`config.mk`:
```
export PLATFORM = sky130hd
export DESIGN_NAME = session_table_packet_classifier
export DESIGN_NICKNAME = d
export VERILOG_FILES = /design/src/sv/stpc_pkg.sv /design/src/sv/session_table_packet_classifier.sv /design/src/sv/stpc_cell.sv
export SDC_FILE = /design/constraint.sdc
export NUM_CORES = 2
export LEC_CHECK = 0
export ABC_AREA = 1
export ABC_CLOCK_PERIOD_IN_PS = 6100
export BUFFER_PORTS_ARGS = -buffer_cell sky130_fd_sc_hd__buf_2
export CORE_MARGIN = 2
export CORE_UTILIZATION = 56
export DETAILED_ROUTE_END_ITERATION = 10
export GPL_TIMING_DRIVEN = 0
export HOLD_SLACK_MARGIN = 0.12
export PLACE_DENSITY = 0.73
export RECOVER_POWER = 25
export SYNTH_ARGS = -nofsm -noshare
export SYNTH_HDL_FRONTEND = slang
export SYNTH_SLANG_ARGS = --single-unit
```
`constraint.sdc`:
```
create_clock -name clk -period 6.1 [get_ports clk]
set_clock_uncertainty 0.15 [all_clocks]
set_input_delay 0.305 -clock clk [delete_from_list [all_inputs] [get_ports clk]]
set_output_delay 0.305 -clock clk [all_outputs]
set_load 0.1 [all_outputs]
```
`src/sv/stpc_pkg.sv`:
```
// ----------------------------------------------------------------------------
// Session table packet classifier package
// Opcodes, cause codes, filter constants and the token passed between cells.
// ----------------------------------------------------------------------------
package stpc_pkg;

	// Request opcodes
	localparam logic [1:0] OP_ESTABLISH = 2'd0;
	localparam logic [1:0] OP_RELEASE   = 2'd1;
	localparam logic [1:0] OP_CLASSIFY  = 2'd2;

	// Result causes
	localparam logic [1:0] CAUSE_NONE      = 2'd0;
	localparam logic [1:0] CAUSE_INVALID   = 2'd1;
	localparam logic [1:0] CAUSE_NOT_FOUND = 2'd2;
	localparam logic [1:0] CAUSE_FULL      = 2'd3;

	// Configuration register indexes
	localparam logic [1:0] REG_HOP_ADDR   = 2'd0;
	localparam logic [1:0] REG_MEDIA_LOW  = 2'd1;
	localparam logic [1:0] REG_MEDIA_HIGH = 2'd2;

	// Configuration reset values
	localparam logic [31:0] HOP_ADDR_RESET   = 32'hAC10_0001;
	localparam logic [15:0] MEDIA_LOW_RESET  = 16'd16384;
	localparam logic [15:0] MEDIA_HIGH_RESET = 16'd32767;

	// Filter constants
	localparam logic [7:0]  PROTO_UDP    = 8'd17;
	localparam logic [15:0] PORT_HTTPS   = 16'd443;
	localparam logic [15:0] PORT_RTMP    = 16'd1935;
	localparam logic [7:0]  QOS_MEDIA    = 8'd1;
	localparam logic [7:0]  QOS_STREAM   = 8'd4;
	localparam logic [7:0]  NET_PRIV_A   = 8'd10;
	localparam logic [15:0] NET_PRIV_C   = 16'hC0A8;

	// Operation a token performs as it walks the cell chain
	typedef enum logic [2:0] {
		CELL_NOP   = 3'd0,
		CELL_EST   = 3'd1,
		CELL_REL   = 3'd2,
		CELL_UNMAP = 3'd3,
		CELL_CLS   = 3'd4
	} cell_op_t;

	// Token handed from cell to cell
	typedef struct packed {
		logic        vld;
		cell_op_t    op;
		logic [31:0] key;
		logic [31:0] num;
		logic [7:0]  qos;
		logic        hit;
	} tok_t;

	// One result item
	typedef struct packed {
		logic        success;
		logic [1:0]  cause;
		logic [31:0] new_session;
		logic        action;
		logic [31:0] fwd_hop;
		logic [7:0]  match_qos;
	} res_t;

endpackage

```
`src/sv/session_table_packet_classifier.sv`:
```
// ----------------------------------------------------------------------------
// Session table packet classifier
// Session table of SESSIONS entries held in a chain of cells; serves
// establish, release and classify requests one at a time.
// ----------------------------------------------------------------------------
// A request walks the chain of SESSIONS cells, one cell per cycle, and its
// result is then registered. A new request is taken only once the last one
// has left the chain and the holding register is empty. A release that
// finds its session walks the chain twice (first to find the entry and its
// UE address, then to unmap that address everywhere). A
// finished result waits in the output register or a one-entry holding
// register, so the next request can be taken before the result is consumed.
// Configuration writes land at once and are meant for idle periods.
module session_table_packet_classifier #(
	parameter int SESSIONS = 16
) (
	input  logic        clk,
	input  logic        arst_n,
	input  logic        cfg_write,
	input  logic [1:0]  cfg_index,
	input  logic [31:0] cfg_data,
	input  logic        in_valid,
	output logic        in_ready,
	input  logic [1:0]  opcode,
	input  logic        subscriber_present,
	input  logic        ue_present,
	input  logic [31:0] ue_address,
	input  logic [7:0]  sess_qos,
	input  logic [31:0] session_number,
	input  logic [31:0] src_address,
	input  logic [31:0] dst_address,
	input  logic [7:0]  protocol,
	input  logic [15:0] dest_port,
	output logic        out_valid,
	input  logic        out_ready,
	output logic        success,
	output logic [1:0]  cause,
	output logic [31:0] new_session,
	output logic        action,
	output logic [31:0] fwd_hop,
	output logic [7:0]  match_qos
);

	localparam int CntW = $clog2(SESSIONS + 1);

	logic [31:0]    hop_addr_q;
	logic [15:0]    media_low_q;
	logic [15:0]    media_high_q;
	logic [CntW-1:0] count_q;
	logic [31:0]    next_session_q;
	logic           busy_q;
	logic [1:0]     req_cause_q;
	logic [31:0]    req_assigned_q;
	logic [31:0]    req_dst_q;
	logic [7:0]     req_proto_q;
	logic [15:0]    req_port_q;
	logic           inj_vld_q;
	stpc_pkg::tok_t inj_q;
	stpc_pkg::tok_t inj_nxt;
	stpc_pkg::tok_t link [SESSIONS+1];
	stpc_pkg::tok_t tail;
	stpc_pkg::res_t res;
	stpc_pkg::res_t out_q;
	stpc_pkg::res_t pend_q;
	logic           out_vld_q;
	logic           pend_vld_q;
	logic           accept;
	logic           est_ok;
	logic           full;
	logic           reinject;
	logic           done;
	logic           take;
	logic           in_media;
	logic           private_dst;
	logic           fwd;
	logic [1:0]     cause_nxt;

	assign in_ready = !busy_q && !pend_vld_q;
	assign accept   = in_valid && in_ready;
	assign full     = (count_q == CntW'(SESSIONS));
	assign est_ok   = (opcode == stpc_pkg::OP_ESTABLISH) && subscriber_present
	                  && ue_present && !full;

	// Build the token for a new request, or the unmap token of a release that found its session
	always_comb begin
		inj_nxt     = '0;
		inj_nxt.op  = stpc_pkg::CELL_NOP;
		cause_nxt   = stpc_pkg::CAUSE_NONE;
		unique case (opcode)
			stpc_pkg::OP_ESTABLISH: begin
				if (!subscriber_present || !ue_present) begin
					cause_nxt = stpc_pkg::CAUSE_INVALID;
				end else if (full) begin
					cause_nxt = stpc_pkg::CAUSE_FULL;
				end else begin
					inj_nxt.op  = stpc_pkg::CELL_EST;
					inj_nxt.key = ue_address;
					inj_nxt.num = next_session_q;
					inj_nxt.qos = sess_qos;
				end
			end
			stpc_pkg::OP_RELEASE: begin
				inj_nxt.op  = stpc_pkg::CELL_REL;
				inj_nxt.num = session_number;
			end
			stpc_pkg::OP_CLASSIFY: begin
				inj_nxt.op  = stpc_pkg::CELL_CLS;
				inj_nxt.key = src_address;
			end
			default: begin
			end
		endcase
		if (reinject) begin
			inj_nxt     = '0;
			inj_nxt.op  = stpc_pkg::CELL_UNMAP;
			inj_nxt.key = tail.key;
		end
	end

	// Chain of cells
	always_comb begin
		link[0]     = inj_q;
		link[0].vld = inj_vld_q;
	end

	for (genvar g = 0; g < SESSIONS; g++) begin : g_cell
		stpc_cell u_cell (
			.clk     (clk),
			.arst_n  (arst_n),
			.tok_in  (link[g]),
			.tok_out (link[g+1])
		);
	end

	assign tail     = link[SESSIONS];
	assign reinject = tail.vld && (tail.op == stpc_pkg::CELL_REL) && tail.hit;
	assign done     = tail.vld && !reinject;
	assign take     = out_vld_q && out_ready;

	// Classify filters
	assign in_media    = (req_port_q >= media_low_q) && (req_port_q <= media_high_q);
	assign private_dst = (req_dst_q[31:24] == stpc_pkg::NET_PRIV_A)
	                     || (req_dst_q[31:16] == stpc_pkg::NET_PRIV_C);

	always_comb begin
		if (private_dst) begin
			fwd = 1'b0;
		end else if (tail.qos == stpc_pkg::QOS_MEDIA) begin
			fwd = (req_proto_q == stpc_pkg::PROTO_UDP) && in_media;
		end else if (tail.qos == stpc_pkg::QOS_STREAM) begin
			fwd = (req_port_q == stpc_pkg::PORT_HTTPS)
			      || (req_port_q == stpc_pkg::PORT_RTMP) || in_media;
		end else begin
			fwd = 1'b1;
		end
	end

	// Form the result when the token leaves the chain
	always_comb begin
		res = '0;
		unique case (tail.op)
			stpc_pkg::CELL_NOP: begin
				res.cause = req_cause_q;
			end
			stpc_pkg::CELL_EST: begin
				res.success     = 1'b1;
				res.new_session = req_assigned_q;
			end
			stpc_pkg::CELL_REL: begin
				res.cause = stpc_pkg::CAUSE_NOT_FOUND;
			end
			stpc_pkg::CELL_UNMAP: begin
				res.success = 1'b1;
			end
			stpc_pkg::CELL_CLS: begin
				if (tail.hit) begin
					res.match_qos = tail.qos;
					res.action    = fwd;
					res.fwd_hop   = fwd ? hop_addr_q : 32'd0;
				end
			end
			default: begin
			end
		endcase
	end

	// Control state
	always_ff @(posedge clk or negedge arst_n) begin
		if (!arst_n) begin
			hop_addr_q     <= stpc_pkg::HOP_ADDR_RESET;
			media_low_q    <= stpc_pkg::MEDIA_LOW_RESET;
			media_high_q   <= stpc_pkg::MEDIA_HIGH_RESET;
			count_q        <= '0;
			next_session_q <= '0;
			busy_q         <= 1'b0;
			inj_vld_q      <= 1'b0;
			out_vld_q      <= 1'b0;
			pend_vld_q     <= 1'b0;
		end else begin
			// Write configuration
			if (cfg_write) begin
				unique case (cfg_index)
					stpc_pkg::REG_HOP_ADDR:   hop_addr_q   <= cfg_data;
					stpc_pkg::REG_MEDIA_LOW:  media_low_q  <= cfg_data[15:0];
					stpc_pkg::REG_MEDIA_HIGH: media_high_q <= cfg_data[15:0];
					default: begin
					end
				endcase
			end

			// Track occupancy and session numbering
			if (accept && est_ok) begin
				count_q        <= count_q + CntW'(1);
				next_session_q <= next_session_q + 32'd1;
			end else if (reinject) begin
				count_q <= count_q - CntW'(1);
			end

			inj_vld_q <= accept || reinject;

			if (accept) begin
				busy_q <= 1'b1;
			end else if (done) begin
				busy_q <= 1'b0;
			end

			// Hold results in the output or holding register
			if (done) begin
				if (!out_vld_q || take) begin
					out_vld_q <= 1'b1;
				end else begin
					pend_vld_q <= 1'b1;
				end
			end else if (take) begin
				if (pend_vld_q) begin
					pend_vld_q <= 1'b0;
				end else begin
					out_vld_q <= 1'b0;
				end
			end
		end
	end

	// Request payload and result data
	always_ff @(posedge clk) begin
		if (accept || reinject) begin
			inj_q <= inj_nxt;
		end
		if (accept) begin
			req_cause_q    <= cause_nxt;
			req_assigned_q <= next_session_q;
			req_dst_q      <= dst_address;
			req_proto_q    <= protocol;
			req_port_q     <= dest_port;
		end
		if (done) begin
			if (!out_vld_q || take) begin
				out_q <= res;
			end else begin
				pend_q <= res;
			end
		end else if (take && pend_vld_q) begin
			out_q <= pend_q;
		end
	end

	assign out_valid   = out_vld_q;
	assign success     = out_q.success;
	assign cause       = out_q.cause;
	assign new_session = out_q.new_session;
	assign action      = out_q.action;
	assign fwd_hop     = out_q.fwd_hop;
	assign match_qos   = out_q.match_qos;

endmodule

```
`src/sv/stpc_cell.sv`:
```
// ----------------------------------------------------------------------------
// Session table cell
// Holds one session entry, applies the passing token to it and forwards the
// token to the next cell in the next cycle.
// ----------------------------------------------------------------------------
module stpc_cell (
	input  logic            clk,
	input  logic            arst_n,
	input  stpc_pkg::tok_t  tok_in,
	output stpc_pkg::tok_t  tok_out
);

	logic           valid_q;
	logic           mapped_q;
	logic [31:0]    session_q;
	logic [31:0]    ue_q;
	logic [7:0]     qos_q;
	logic           tok_vld_q;
	stpc_pkg::tok_t tok_q;
	stpc_pkg::tok_t tok_nxt;
	logic           key_hit;
	logic           num_hit;
	logic           claim;
	logic           release_hit;
	logic           unmap_hit;

	// Compare the entry against the token
	assign key_hit = valid_q && mapped_q && (ue_q == tok_in.key);
	assign num_hit = valid_q && (session_q == tok_in.num);

	assign claim       = tok_in.vld && (tok_in.op == stpc_pkg::CELL_EST)
	                     && !valid_q && !tok_in.hit;
	assign release_hit = tok_in.vld && (tok_in.op == stpc_pkg::CELL_REL)
	                     && num_hit && !tok_in.hit;
	assign unmap_hit   = tok_in.vld && key_hit
	                     && ((tok_in.op == stpc_pkg::CELL_EST)
	                      || (tok_in.op == stpc_pkg::CELL_UNMAP));

	// Mark the first match and pick up what later stages need
	always_comb begin
		tok_nxt = tok_in;
		unique case (tok_in.op)
			stpc_pkg::CELL_EST: begin
				if (!valid_q && !tok_in.hit) tok_nxt.hit = 1'b1;
			end
			stpc_pkg::CELL_REL: begin
				if (num_hit && !tok_in.hit) begin
					tok_nxt.hit = 1'b1;
					tok_nxt.key = ue_q;
				end
			end
			stpc_pkg::CELL_CLS: begin
				if (key_hit && !tok_in.hit) begin
					tok_nxt.hit = 1'b1;
					tok_nxt.qos = qos_q;
				end
			end
			default: begin
			end
		endcase
	end

	// Update entry flags
	always_ff @(posedge clk or negedge arst_n) begin
		if (!arst_n) begin
			valid_q   <= 1'b0;
			mapped_q  <= 1'b0;
			tok_vld_q <= 1'b0;
		end else begin
			tok_vld_q <= tok_in.vld;
			if (claim) begin
				valid_q  <= 1'b1;
				mapped_q <= 1'b1;
			end else if (release_hit) begin
				valid_q  <= 1'b0;
				mapped_q <= 1'b0;
			end else if (unmap_hit) begin
				mapped_q <= 1'b0;
			end
		end
	end

	// Write entry payload on claim, advance the token
	always_ff @(posedge clk) begin
		tok_q <= tok_nxt;
		if (claim) begin
			session_q <= tok_in.num;
			ue_q      <= tok_in.key;
			qos_q     <= tok_in.qos;
		end
	end

	always_comb begin
		tok_out     = tok_q;
		tok_out.vld = tok_vld_q;
	end

endmodule

```
After elaboration in Yosys (flattened, before gate mapping)
Cells that the tools add are included.
- add/subtract/negate cells: 3
- order comparisons: 2
- equal/unequal tests: 115
- muxes and demuxes: 224
- bitwise logic cells: 2
- reduce and logical (&&, ||, !) cells: 347
- operators with widths (cell ; number):
    $mux W32 ; 34
    $eq A32 B32 Y1 ; 32
    $logic_and A1 B1 Y1 ; 237
    $mux W76 ; 3
    $mux W73 ; 3
    $mux W9 ; 16
    $mux W8 ; 17
    $pmux W32 S2 ; 2
    $mux W1 ; 126
    $eq A3 B2 Y1 const B ; 34
    $mux W41 ; 2
    $eq A3 B1 Y1 const B ; 17
    $eq A3 B3 Y1 const B ; 17
    $pmux W1 S3 ; 16
    $reduce_bool A3 Y1 ; 16
    $reduce_bool A2 Y1 ; 20
    $logic_not A1 Y1 ; 39
    $add A32 B1 Y32 const B ; 1
    $logic_or A1 B1 Y1 ; 22
    $eq A16 B11 Y1 const B ; 1
    $eq A16 B16 Y1 const B ; 1
    $eq A16 B9 Y1 const B ; 1
    $ge A16 B16 Y1 ; 1
    $le A16 B16 Y1 ; 1
    22 further kinds ; 34
- bits in registers: 2807
- bits of input ports: 203
- output and inout port bits: 78
- word-level logic and storage cells: 900

Longest topological paths before layout
- depth in word-level cells: 11
- gate-level depth with buffers: 17
- gate-level depth less buffers: 16

Cells and area by module
Synthesis repeated with hierarchy kept, for this count alone.
- cells, all modules: 12945
- area total of the unflattened synthesis: 117850.5 µm²
- modules (own cells, without submodules) (module ; instances ; cells an instance ; area an instance (µm²) ; sequential area each (µm²)):
    stpc_cell ; 16 ; 702 ; 6253.5 ; 3758.6
    session_table_packet_classifier ; 1 ; 1713 ; 17794.6 ; 11693.7

Worst setup path after synthesis
OpenSTA, ideal clock, no wires.
- kind: register -> register
- start: register g_cell[7].u_cell.valid_q
- end: register g_cell[7].u_cell.qos_q[0] (enable)
- setup time: 0.593 ns
- arrival: 5.518 ns
- required time: 5.357 ns
- path slack: -0.160 ns
- stages on the path, launching flop included: 4
- buffers on the path: 0
- period minus slack after synthesis: 6.260 ns
- cells stage by stage: dfrtp_1 -> inv_1 -> nand4_1 -> nor3_1
- cells in the longest elaborated chain, start to end: 3
- RTL lines (item ; RTL line ; source):
    start: declaration ; stpc_cell.sv:13 ; logic valid_q;
    start signal: assignment ; stpc_cell.sv:66 ; valid_q <= 1'b0;
    start signal: assignment ; stpc_cell.sv:72 ; valid_q <= 1'b1;
    start signal: assignment ; stpc_cell.sv:75 ; valid_q <= 1'b0;
    $logic_not A1 Y1 ; stpc_cell.sv:32 ; && !valid_q && !tok_in.hit;
    $logic_and A1 B1 Y1 (2 in a row) ; stpc_cell.sv:32 ;
    named net g_cell[7].u_cell.claim ; stpc_cell.sv:23 ; logic claim;
    end signal: assignment ; stpc_cell.sv:89 ; qos_q <= tok_in.qos;
    end: declaration ; stpc_cell.sv:17 ; logic [7:0] qos_q;
The timed path passes the listed nets, and every way through them passes these cells.
A chain may end at the register's enable or synchronous reset.

==> summary.md <==
| Metric | Value |
|---|---|
| Outcome | completed |
| Data required time at the worst endpoint | 6620 ps |
| VDD IR max | 0.000354 V |
| Mean Syn Cell Area | 10.1 µm² |
| CP Capture Type | flip-flop |
| Post-detailed-placement half-perimeter wirelength | roughly 200000 µm |
| Post-synth cell types | between 50 and 60 |
| Ratio of total power to cell area | 358 nW/µm² |
| Most used DFF post-synth | edfxtp_1 |
| Critical hold path startpoint | g_cell[1].u_cell.tok_out[73]$_DFF_P_ |
| Reg2reg setup slack | 2360 ps |
| Final hold vios | 0 |
| Count of input and output buffers | 262 |
| Worst-path maximum fanout | 10 |
| Die ar. | 194000 µm² |
| Post-Synth Simple-Gate Area | 0.194 |
| Max Fclk | 267 MHz |
| Max_slew headroom | 0.216 |
| Tcrit/Tclk final | 0.613 |
| Final wirelength | 279000 µm |
| Xor and xnor area share after synthesis | 0.0332 |
| Synthesized flop and latch total | 2790 |
| Vias | 76300 |
| Syn Inst Count | 10600 |
| Largest net degree at the start of global routing | 78 |
| Non-filler cells in the finished layout | 14200 |
| Post-Syn Area | 106000 µm² |
| Cts repair resizes | 0 |
| Tot GR Track Use | 0.284 |
| Tmin final | 3740 ps |
| R2r startpoint | g_cell[15].u_cell.tok_out[73]$_DFF_P_ |
| Clock sinks | 2790 |
| 1st-iter DRT viols | roughly 8000 |
| RD Place Congestion | 0.928 |
| Static Leak | 54.0 nW |
| Core area | 190000 µm² |
| Mux share of post-synthesis cell area | 0.000106 |
| Syn_nets | 10800 |
| Layout Nets | 11700 |
| Hold Path Stages | 0 |
| Largest family of logic cells by synthesized area | simple AND/OR/NAND/NOR gates |
| Die width | ~440 µm |
| Drt wl/cell | 19.6 µm |
| Pre-Repair DR Iteration Count | 8 |
| Most frequent cells in the layout | 2953 x nand2_1, 1453 x edfxtp_1, 1325 x inv_1, 1184 x dfxtp_1, 843 x nor2_1 |
| Setup Viol. Count Final | 0 |
| Overall Power | 44.9 mW |
| First-pass GRT wire length | 424000 µm |
| Die H | 440 µm |
| CTS tree | built |
| Clock root buffer | clkbuf_16 |
| Max_cap viols | 0 |
| Post-DRT Antenna Nets | 0 |
| Async set-reset flop share out of synthesis | 0.0548 |
| Via density | between 5 and 6 |
| Clock tree buffer depth | 4 |
| HP Class | reg2reg |
| Grt ovf | 0 |
| Commonest non-fill, non-tap cell in the layout | nand2_1 |
| H-tree Lvls | 5 |
| # IOs | 281 |
| Worst slew pin tran | approximately 1200 ps |
| Setup TNS | 0 ps |
| Pins over their slew limit | 0 |
| Startpoint types | flip-flop |
| YS warnings | 0 |
| DRC | 0 |
| R2R cell count | 7 |
| EDFF count, synth | 1453 |
| CTS clk-pin slew, worst paths | 60 ps |
| Fin area | ~130000 µm² |
| Seq/Total Area, Yosys | 0.668 |
| Layout cells sized above 1 | 0.0874 |
| Hold path endpoint | g_cell[2].u_cell.tok_out[73]$_DFF_P_ |
| Vias in the first global route | between 70000 and 80000 |
| DP Area | between 100000 and 150000 µm² |
| Area Growth Syn to Fin | 17.8% |
| # placed instances | 13400 |
| Worst path arrival time | 4260 ps |
| Worst skew pair latency | between 900 and 1000 ps |
| Reg-to-Reg End | inj_q[64]$_DFFE_PP_ |
| Starting Density | 0.562 |
| Fraction of the mapped netlist area in adder cells | 0.00442 |
| Synth Area in Compound Gates | 0.0436 |
| WS Path Type | reg2reg |
| Yosys top cell by area | edfxtp_1 |
| RSZ-0062 raised after global routing | no |
| CTS buffer count | 298 |
| Ranking of synthesized cells by area | edfxtp_1 41%, dfxtp_1 22%, nand2_1 10% |
| # rows | 160 |
| Final core utilization | 0.662 |
| Initial antenna violation count | 3 |
| Post-synth top area share | 0.410 |
[through the flow]
stage / hold slack [ps] / worst slack [ps]
5_1_grt: 209 / 2230
6_report: 218 / 2360
3_5_place_dp: 209 / 2850
2_1_floorplan: -141 / 1010
4_1_cts: 154 / 2520
3_3_place_gp: 209 / -698
[worst max-delay path, stage by stage (launching register included)]
cell and delay, ps:
dfxtp_1 330, nor2_1 240, inv_1 130, nor4_4 820
clkbuf_1 720, a21oi_1 230, dlygate4sd3_1 680, a21o_1 170
[power breakdown]
part	internal (mW)	total, mW	switching (mW)
logic	1.29	3.81	2.52
clock network	10.8	18.1	7.30
registers	21.4	23.0	1.51
[Yosys cell counts, drive strengths merged (3+ instances only)]
cell type	n
a21o	33
a21oi	108
and2	5
and3	4
buf	61
clkbuf	167
clkinv	9
dfrtp	131
dfstp	22
dfxtp	1184
edfxtp	1453
ha	36
inv	1334
nand2	2959
nand2b	3
nand3	281
nand3b	24
nand4	466
nor2	869
nor3	146
nor3b	22
nor4	6
o2111ai	9
o211ai	6
o21ai	633
o21bai	3
o22ai	74
or2	96
xnor2	221
xor2	183
[kinds of logic (layout without fill, tap and decap cells)]
kind of cell | after synthesis | count (layout)
multiplexers | 1 | 1
buffers and inverters | 1571 | 2731
AO/OA/AOI/OAI | 876 | 876
AND/OR/NAND/NOR | 4883 | 4883
other | 0 | 8
adder cells (fa/ha/maj) | 37 | 37
flip-flops | 2790 | 2790
XOR/XNOR | 404 | 404
[worst max path at each step]
stage | start | end | slack [ps]
final | g_cell[15].u_cell.tok_out[73]$_DFF_P_ | inj_q[64]$_DFFE_PP_ | 2360
after floorplan | out_valid$_DFFE_PN0P_ | pend_q[0]$_DFFE_PP_ | 1010
after detailed placement | g_cell[15].u_cell.tok_out[73]$_DFF_P_ | fwd_hop[11]$_DFFE_PP_ | 2850
after CTS | g_cell[15].u_cell.tok_out[73]$_DFF_P_ | inj_q[64]$_DFFE_PP_ | 2520
after global placement | g_cell[15].u_cell.tok_vld_q$_DFF_PN0_ | match_qos[2]$_DFFE_PP_ | -700
after global routing | g_cell[15].u_cell.tok_out[73]$_DFF_P_ | inj_q[62]$_DFFE_PP_ | 2230
[timing repair]
action	4_1_cts	5_1_grt
hold endpoints to repair	510	0
buffers inserted	0	0
hold buffers	317	0
[layout make-up]
| class | instances | area [µm²] |
|---|---|---|
| antenna | 8 | 20.0 |
| sequential | 2790 | 71200 |
| buffer | 228 | 948 |
| fill | 14100 | 64100 |
| timing repair buffer | 634 | 5770 |
| multi-input combinational | 6201 | 29500 |
| clock buffer | 402 | 8510 |
| inverter | 1343 | 5050 |
| tap | 2511 | 3140 |
| clock inverter | 124 | 1340 |
[routing by layer]
| layer | routed length, µm | track usage | vias up |
|---|---|---|---|
| li1 | - | - | 36400 |
| met1 | 119000 | 0.391 | 36400 |
| met2 | 131000 | 0.458 | 2929 |
| met3 | 20400 | 0.0478 | 583 |
| met4 | 9600 | 0.0978 | 0 |
| met5 | 0 | 0 | - |
[state kept, by name, summed over array words and instances, names as in the netlist, 2 cells and up]
register and cells:
req_proto_q 8, g_cell.u_cell.valid_q 16, match_qos 8, req_dst_q 16
req_assigned_q 32, fwd_hop 32, g_cell.u_cell.tok_out 1184, g_cell.u_cell.tok_vld_q 16
pend_q 76, count_q 5, next_session_q 32, inj_q 75
g_cell.u_cell.mapped_q 16, media_high_q 16, req_cause_q 2, g_cell.u_cell.session_q 512
cause 2, new_session 32, g_cell.u_cell.qos_q 128, media_low_q 16
hop_addr_q 32, req_port_q 16, g_cell.u_cell.ue_q 512
(Power assumes the default switching activity.)
